[config.mk]
export PLATFORM = sky130hd
export DESIGN_NAME = alarm_zone_line_classifier_top
export DESIGN_NICKNAME = d
export VERILOG_FILES = /design/src/sv/azlc_pkg.sv /design/src/sv/azlc_table.sv /design/src/sv/azlc_update.sv /design/src/sv/alarm_zone_line_classifier_top.sv
export VERILOG_INCLUDE_DIRS = /design/src /design/src/sv
export SDC_FILE = /design/constraint.sdc
export NUM_CORES = 1
export LEC_CHECK = 0
export BUFFER_PORTS_ARGS = -buffer_cell sky130_fd_sc_hd__buf_2
export CELL_PAD_IN_SITES_DETAIL_PLACEMENT = 1
export CELL_PAD_IN_SITES_GLOBAL_PLACEMENT = 1
export CORE_MARGIN = 8
export CORE_UTILIZATION = 60
export CTS_BUF_LIST = sky130_fd_sc_hd__clkbuf_4
export DETAILED_ROUTE_END_ITERATION = 12
export GPL_ROUTABILITY_DRIVEN = 0
export PLACE_DENSITY = 0.83
export SYNTH_ARGS = -nofsm -noshare
export SYNTH_HDL_FRONTEND = slang
export SYNTH_SLANG_ARGS = --single-unit
[constraint.sdc]
create_clock -name clk_i -period 11.1 [get_ports clk_i]
set_input_delay 1.665 -clock clk_i [delete_from_list [all_inputs] [get_ports clk_i]]
set_output_delay 1.665 -clock clk_i [all_outputs]
set_load 0.005 [all_outputs]
[src/sv/alarm_zone_line_classifier_top_assert.svh]
// Assertion macros for the alarm zone line classifier.
// Used by alarm_zone_line_classifier_top; expects clk_i and rst_ni in scope.
`ifndef ALARM_ZONE_LINE_CLASSIFIER_TOP_ASSERT_SVH
`define ALARM_ZONE_LINE_CLASSIFIER_TOP_ASSERT_SVH

// same-cycle implication
`define AZLC_ASSERT_IMPL(lbl, ante, cons) \
  lbl: assert property (@(posedge clk_i) disable iff (!rst_ni) (ante) |-> (cons)) \
    else $error("azlc assertion failed");

// next-cycle implication
`define AZLC_ASSERT_NEXT(lbl, ante, cons) \
  lbl: assert property (@(posedge clk_i) disable iff (!rst_ni) (ante) |=> (cons)) \
    else $error("azlc assertion failed");

`endif

[src/sv/azlc_pkg.sv]
// Shared types and constants for the alarm zone line classifier.
// No dependencies.
package azlc_pkg;

  localparam int unsigned ZONES  = 16;
  localparam int unsigned ZONE_W = 4;
  localparam int unsigned LVL_W  = 10;
  localparam int unsigned CNT_W  = 3;

  localparam logic [LVL_W-1:0] FULL_SCALE  = 10'd1000;
  localparam logic [LVL_W-1:0] DEF_OPEN    = 10'd700;
  localparam logic [LVL_W-1:0] DEF_TAMPER  = 10'd850;
  localparam logic [LVL_W-1:0] DEF_SHORT   = 10'd100;
  localparam logic [CNT_W-1:0] SHORT_LIMIT = 3'd3;
  localparam logic [CNT_W-1:0] COUNT_MAX   = 3'd7;

  typedef enum logic [2:0] {
    ST_OK     = 3'd0,
    ST_SHORT  = 3'd1,
    ST_TAMPER = 3'd2,
    ST_OPEN   = 3'd3,
    ST_FAULT  = 3'd4
  } zone_state_e;

  typedef enum logic {
    OP_EVAL  = 1'b0,
    OP_WRITE = 1'b1
  } op_e;

  typedef enum logic [1:0] {
    PROF_INSTANT  = 2'd0,
    PROF_DELAYED  = 2'd1,
    PROF_EXCLUDED = 2'd2,
    PROF_AUTO     = 2'd3
  } profile_e;

  // one row of the zone table
  typedef struct packed {
    zone_state_e      status;
    logic [CNT_W-1:0] count;
    logic             bypass;
    logic [LVL_W-1:0] open_lvl;
    logic [LVL_W-1:0] tamper_lvl;
    logic [LVL_W-1:0] short_lvl;
    profile_e         profile;
    logic             auto_en;
  } entry_t;

  localparam entry_t ENTRY_RST = '{
    status:     ST_OK,
    count:      '0,
    bypass:     1'b0,
    open_lvl:   DEF_OPEN,
    tamper_lvl: DEF_TAMPER,
    short_lvl:  DEF_SHORT,
    profile:    PROF_INSTANT,
    auto_en:    1'b0
  };

  typedef struct packed {
    op_e               op;
    logic [ZONE_W-1:0] zone;
    logic              valid;
    logic [LVL_W-1:0]  ratio;
    logic [LVL_W-1:0]  open_lvl;
    logic [LVL_W-1:0]  tamper_lvl;
    logic [LVL_W-1:0]  short_lvl;
    profile_e          profile;
    logic              auto_en;
    logic              bypass;
  } item_t;

  typedef struct packed {
    logic [ZONE_W-1:0] zone;
    zone_state_e       state;
    logic              changed;
    logic              bypass;
  } result_t;

endpackage

[src/sv/azlc_table.sv]
// Zone table: synchronous single-port-read, single-port-write memory.
// Per-row valid bits make unwritten rows read as the reset settings. Uses azlc_pkg.
module azlc_table (
  input  logic                        clk_i,
  input  logic                        rst_ni,
  input  logic                        rd_en_i,
  input  logic [azlc_pkg::ZONE_W-1:0] rd_addr_i,
  input  logic                        wr_en_i,
  input  logic [azlc_pkg::ZONE_W-1:0] wr_addr_i,
  input  azlc_pkg::entry_t            wr_data_i,
  output azlc_pkg::entry_t            rd_data_o
);
  import azlc_pkg::*;

  entry_t             mem [ZONES];
  logic [ZONES-1:0]   vld_q;
  entry_t             rd_q;
  logic               rd_vld_q;

  always_ff @(posedge clk_i) begin
    if (wr_en_i) begin
      mem[wr_addr_i] <= wr_data_i;
    end
    if (rd_en_i) begin
      rd_q <= mem[rd_addr_i];
    end
  end

  always_ff @(posedge clk_i or negedge rst_ni) begin
    if (!rst_ni) begin
      vld_q    <= '0;
      rd_vld_q <= 1'b0;
    end else begin
      if (wr_en_i) begin
        vld_q[wr_addr_i] <= 1'b1;
      end
      if (rd_en_i) begin
        rd_vld_q <= vld_q[rd_addr_i];
      end
    end
  end

  assign rd_data_o = rd_vld_q ? rd_q : ENTRY_RST;

endmodule

[src/sv/azlc_update.sv]
// Row update: classifies a sample or applies a settings write to one table row.
// Purely combinational; uses azlc_pkg.
module azlc_update (
  input  azlc_pkg::item_t   item_i,
  input  azlc_pkg::entry_t  row_i,
  output azlc_pkg::entry_t  row_o,
  output logic              wr_en_o,
  output azlc_pkg::result_t res_o
);
  import azlc_pkg::*;

  logic [LVL_W-1:0] ratio_sat;
  logic [CNT_W-1:0] cnt_inc;
  logic             in_range;
  zone_state_e      cls;
  entry_t           row_d;

  assign in_range  = ({1'b0, item_i.zone} < (ZONE_W+1)'(ZONES));
  assign ratio_sat = (item_i.ratio > FULL_SCALE) ? FULL_SCALE : item_i.ratio;
  assign cnt_inc   = (row_i.count == COUNT_MAX) ? row_i.count : row_i.count + 3'd1;

  always_comb begin
    row_d = row_i;
    cls   = ST_OK;
    if (item_i.op == OP_WRITE) begin
      row_d.open_lvl   = item_i.open_lvl;
      row_d.tamper_lvl = item_i.tamper_lvl;
      row_d.short_lvl  = item_i.short_lvl;
      row_d.profile    = item_i.profile;
      row_d.auto_en    = item_i.auto_en;
      row_d.bypass     = item_i.bypass;
      row_d.count      = '0;
      cls              = row_i.status;
    end else if (!item_i.valid) begin
      cls          = ST_FAULT;
      row_d.status = ST_FAULT;
    end else begin
      if (row_i.bypass || row_i.profile == PROF_EXCLUDED) begin
        cls = ST_OK;
      end else if (ratio_sat <= row_i.short_lvl) begin
        cls = ST_SHORT;
        if (row_i.auto_en) begin
          row_d.count = cnt_inc;
          // fourth short since the last ok reading or settings write latches bypass
          if (cnt_inc > SHORT_LIMIT) begin
            row_d.bypass = 1'b1;
          end
        end
      end else if (ratio_sat >= row_i.tamper_lvl) begin
        cls = ST_TAMPER;
      end else if (ratio_sat >= row_i.open_lvl) begin
        cls = ST_OPEN;
      end else begin
        cls         = ST_OK;
        row_d.count = '0;
      end
      row_d.status = cls;
    end
  end

  always_comb begin
    res_o.zone = item_i.zone;
    if (in_range) begin
      res_o.state   = cls;
      res_o.changed = (item_i.op == OP_EVAL) && item_i.valid && (cls != row_i.status);
      res_o.bypass  = row_d.bypass;
    end else begin
      res_o.state   = ST_OK;
      res_o.changed = 1'b0;
      res_o.bypass  = 1'b0;
    end
  end

  assign row_o   = row_d;
  assign wr_en_o = in_range;

endmodule

[src/sv/alarm_zone_line_classifier_top.sv]
// Alarm zone line classifier, top level: transaction capture, table sequencing, result register.
// Depends on azlc_pkg, azlc_table, azlc_update and alarm_zone_line_classifier_top_assert.svh.
//
// Each transaction runs in two phases: the accept edge issues the read of the zone's row from
// the synchronous zone table, and the following cycle (busy high) updates the row and writes
// it back. The result appears on the result ports, with done_o high, for the single cycle after
// that and must be taken then; a new transaction may be started in that same cycle, but not
// while busy is high, since the table's read is registered.
// The table needs no clearing pass: rows never written read as the reset settings.
module alarm_zone_line_classifier_top (
  input  logic                        clk_i,
  input  logic                        rst_ni,
  input  logic                        start,
  output logic                        busy,
  input  logic                        operation_i,
  input  logic [azlc_pkg::ZONE_W-1:0] zone_i,
  input  logic                        sample_valid_i,
  input  logic [azlc_pkg::LVL_W-1:0]  ratio_tenths_i,
  input  logic [azlc_pkg::LVL_W-1:0]  open_level_i,
  input  logic [azlc_pkg::LVL_W-1:0]  tamper_level_i,
  input  logic [azlc_pkg::LVL_W-1:0]  short_level_i,
  input  logic [1:0]                  zone_profile_i,
  input  logic                        auto_exclude_on_i,
  input  logic                        bypass_set_i,
  output logic                        done_o,
  output logic [azlc_pkg::ZONE_W-1:0] zone_out_o,
  output logic [2:0]                  zone_state_o,
  output logic                        state_changed_o,
  output logic                        bypassed_now_o
);
  import azlc_pkg::*;

  `include "alarm_zone_line_classifier_top_assert.svh"

  logic    accept;
  logic    busy_q, busy_d;
  logic    done_q, done_d;
  item_t   item_q, item_d;
  result_t res_q, res_d;
  entry_t  row_rd;
  entry_t  row_wr;
  logic    upd_wr_en;

  assign accept = start && !busy_q;

  always_comb begin
    item_d            = item_q;
    item_d.op         = op_e'(operation_i);
    item_d.zone       = zone_i;
    item_d.valid      = sample_valid_i;
    item_d.ratio      = ratio_tenths_i;
    item_d.open_lvl   = open_level_i;
    item_d.tamper_lvl = tamper_level_i;
    item_d.short_lvl  = short_level_i;
    item_d.profile    = profile_e'(zone_profile_i);
    item_d.auto_en    = auto_exclude_on_i;
    item_d.bypass     = bypass_set_i;
  end

  // read at accept, write back during the busy cycle: never the same edge
  azlc_table u_table (
    .clk_i     (clk_i),
    .rst_ni    (rst_ni),
    .rd_en_i   (accept),
    .rd_addr_i (zone_i),
    .wr_en_i   (busy_q && upd_wr_en),
    .wr_addr_i (item_q.zone),
    .wr_data_i (row_wr),
    .rd_data_o (row_rd)
  );

  azlc_update u_update (
    .item_i  (item_q),
    .row_i   (row_rd),
    .row_o   (row_wr),
    .wr_en_o (upd_wr_en),
    .res_o   (res_d)
  );

  assign busy_d = accept;
  assign done_d = busy_q;

  always_ff @(posedge clk_i or negedge rst_ni) begin
    if (!rst_ni) begin
      busy_q <= 1'b0;
      done_q <= 1'b0;
    end else begin
      busy_q <= busy_d;
      done_q <= done_d;
    end
  end

  always_ff @(posedge clk_i) begin
    if (accept) begin
      item_q <= item_d;
    end
    if (busy_q) begin
      res_q <= res_d;
    end
  end

  assign busy            = busy_q;
  assign done_o          = done_q;
  assign zone_out_o      = res_q.zone;
  assign zone_state_o    = res_q.state;
  assign state_changed_o = res_q.changed;
  assign bypassed_now_o  = res_q.bypass;

  `AZLC_ASSERT_NEXT(a_accept_then_busy, start && !busy, busy)
  `AZLC_ASSERT_NEXT(a_busy_then_done, busy, done_o && !busy)
  `AZLC_ASSERT_IMPL(a_busy_done_exclusive, busy, !done_o)
  `AZLC_ASSERT_IMPL(a_fault_not_changed, done_o && zone_state_o == ST_FAULT, !state_changed_o)

endmodule

==> summary.md <==
| Metric | Value |
|---|---|
| Max Slew Vio Count | 0 |
| Syn_nets | approximately 1400 |
| Post-synth EDFFs | approximately 740 |
| Hold path start | u_table.vld_q[10] |
| 1st-iter DRT viols | 1683 |
| WHS | between 0.4 and 0.5 ns |
| Setup Viol. Count Final | 0 |
| Ranking of synthesized cells by area | edfxtp_1 76%, mux4_2 16%, dfrtp_1 1.6% |
| Post-synthesis instance area | 0.0293 mm² |
| Flops & latches, synth | 758 |
| Die Y | roughly 240 µm |
| Seq/Total Area, Yosys | 0.774 |
| First-pass GRT wire length | 110 mm |
| Crit path kind | flip-flop to flip-flop |
| Post-route setup TNS | 0 ns |
| Max IR drop VDD | 0.102 mV |
| Count leader, synth | edfxtp_1 |
| Post-Layout Cell Count | between 2000 and 2500 |
| Hold-critical path depth | 1 |
| Max cap viols | 0 |
| Clock power frac | 0.383 |
| NetSw | 1.46 mW |
| H-tree Lvls | 4 |
| Core ar. | 0.0485 mm² |
| Placed cell count | 1965 |
| Part of the power in registers | 0.539 |
| R2R depth | 11 |
| Clk sinks | around 760 |
| Initial Util | 0.603 |
| Final period utilization | 0.444 |
| CP startpoint kind | flip-flop |
| Worst skew pair latency | 1.03 ns |
| Logic pwr share | 0.079 |
| Worst-Margin Slew | 1.31 ns |
| Final min period | 4.93 ns |
| Top Ports | 64 |
| Via count | 15066 |
| RR Startpoint | item_q[34] |
| Async SR Flop Fraction | 0.0251 |
| CTS root buffer | clkbuf_4 |
| Post-route ant nets | 0 |
| Filler instances | 3870 |
| Sw Ratio | 0.238 |
| WL final | roughly 75 mm |
| Area share of the leading cell type in the synthesized netlist | 0.758 |
| Initial antenna violation count | 4 |
| Outcome | completed |
| P_leak | 11.0 nW |
| Final net count | 1613 |
| Hold endpoint | u_table.vld_q[10] |
| Worst clock skew | 0.0535 ns |
| Arr. time, crit path | around 5.5 ns |
| Max-slew headroom | 0.125 |
| Ys Warns | 0 |
| Layout cell share with drive strength beyond 1 | 0.383 |
| TritonCTS Buffers | approximately 190 |
| Hold_buf cts | 0 |
| Syn Area/Cell | between 20 and 25 µm² |
| Reg-to-reg endpoint | u_table.mem[7][35] |
| Synth area leader | edfxtp_1 |
| Via density | 6.61 |
| IO Port Bufs | 63 |
| Die area | 0.0561 mm² |
| Worst Path Max Fanout | 16 |
| Total GRT Usage | 0.273 |
| R2r setup slk | 6.17 ns |
| Mapped Cells | 1296 |
| PwrDens | 186 mW/mm² |
| Worst hold path class | flip-flop to flip-flop |
| Setup crit end kind | flip-flop |
| Drt first pass iters | 6 |
| Commonest cells in the netlist | 739 x edfxtp_1, 205 x mux4_2, 46 x nand2_1 |
| Yosys cell types | 49 |
| Synth-to-Final Area Change | 12.5% |
| DRC violations left | 0 |
| Gr ovfl total | 0 |
| Standard-cell rows | a little over 80 |
| DIE WIDTH | 237 µm |
| Critical path required time | 11.71 ns |
| Number of global-route vias before repair | 16496 |
| Ys flop type | edfxtp_1 |
| Post-DP HPWL | 36.7 mm |
| Pin count of the biggest net entering global routing | 77 |
| Reg clk slew, reported paths | 0.07 ns |
| Setup Buffers After CTS | 0 |
| P_int | 4.67 mW |
| Avg WL per Cell | between 30 and 40 µm |
| Clock Path Buffers | 3 |
| Final Hold Vio Count | 0 |
| CTS tree | built |
| FMAX | 203 MHz |
| RSZ-0062 raised after global routing | no |
| PostCTS Resize Cnt | 0 |
worst max-delay path by stage:
stage / from / end / slack (ns) / cells past startpoint
6_report: item_q[34] / u_table.mem[7][35] / 6.17 / 11
5_1_grt: item_q[34] / u_table.mem[0][35] / 6.12 / 11
4_1_cts: item_q[34] / u_table.mem[7][35] / 6.44 / 11
3_5_place_dp: zone_i[0] / u_table.rd_vld_q / 6.31 / 6
3_3_place_gp: zone_i[0] / u_table.rd_vld_q / 6.40 / 6
2_1_floorplan: start / item_q[0] / 4.87 / 1
placed cells by master (no fill, tap or decap), types with 21 or more instances in the layout:
| cell | Yosys | final |
|---|---|---|
| inv_1 | 24 | 24 |
| clkbuf_4 | 0 | 261 |
| buf_2 | 16 | 60 |
| nand2_1 | 46 | 46 |
| edfxtp_1 | 739 | 739 |
| mux4_2 | 205 | 205 |
| buf_4 | 0 | 47 |
| ha_1 | 29 | 29 |
| clkinv_1 | 0 | 34 |
| o21ai_0 | 24 | 21 |
logic make-up after synthesis:
group           share of synthesized area
compound gates                     0.0164
xor+xnor                         0.000299
fa+ha+maj                          0.0124
buf+inv                            0.0117
flops                               0.774
mux                                 0.164
simple gates                       0.0206
flip-flops by register name, indices dropped and copies added, names as in the netlist:
register and flops:
item_q 50, u_table.rd_vld_q 1, u_table.rd_q 40, done_o 1
u_table.mem 640, u_table.vld_q 16, zone_state_o 3, bypassed_now_o 1
zone_out_o 4, busy 1, state_changed_o 1
layout make-up:
type / count / area, µm² / share of cell area
clock inverter: 45 / 364 / 0.0111
inverter: 24 / 90.1 / 0.00274
antenna: 8 / 20.0 / 0.000608
sequential: 758 / 22700 / 0.688
tap: 622 / 778 / 0.0236
timing repair buffer: 109 / 679 / 0.0206
clock buffer: 261 / 1960 / 0.0595
multi-input combinational: 452 / 6380 / 0.194
worst max-delay path, cell delays in order (launching register included):
cell       delay, ns
edfxtp_1        0.47
o31a_1          0.34
o2111ai_1       0.34
nand2b_1        0.26
ha_1            0.42
nand3_1         0.11
a211oi_1        0.54
a2111oi_0       0.29
o21a_1          0.29
a21oi_2         0.30
o21ai_1         0.13
a21oi_1         1.03
metal layers:
layer  track usage  up-vias  share of wire
li1              -     5994              -
met1         0.358     7902           0.38
met2         0.439      983           0.50
met3        0.0715      185          0.095
met4         0.106        2          0.028
met5             0        -        0.00017
power groups by stage:
stage	sequential (mW)	combinational, mW	clock, mW
global route	3.31	0.511	2.51
floorplan	3.35	0.293	0
global placement	3.36	0.433	0
finish	3.30	0.484	2.35
CTS	3.30	0.480	2.39
detailed placement	3.36	0.470	0
per-stage QoR:
step                      power (mW)  setup WS (ns)   util  area (µm²)
after CTS                       6.17           6.44  0.678       32900
after global routing            6.33           6.12  0.678       32900
after global placement          3.79           6.40  0.630       30600
after detailed placement        3.83           6.31  0.630       30600
final                           6.14           6.17  0.678       32900
after floorplan                 3.64           4.87      -       29300
Note: power is estimated with default switching activity, not from simulation.
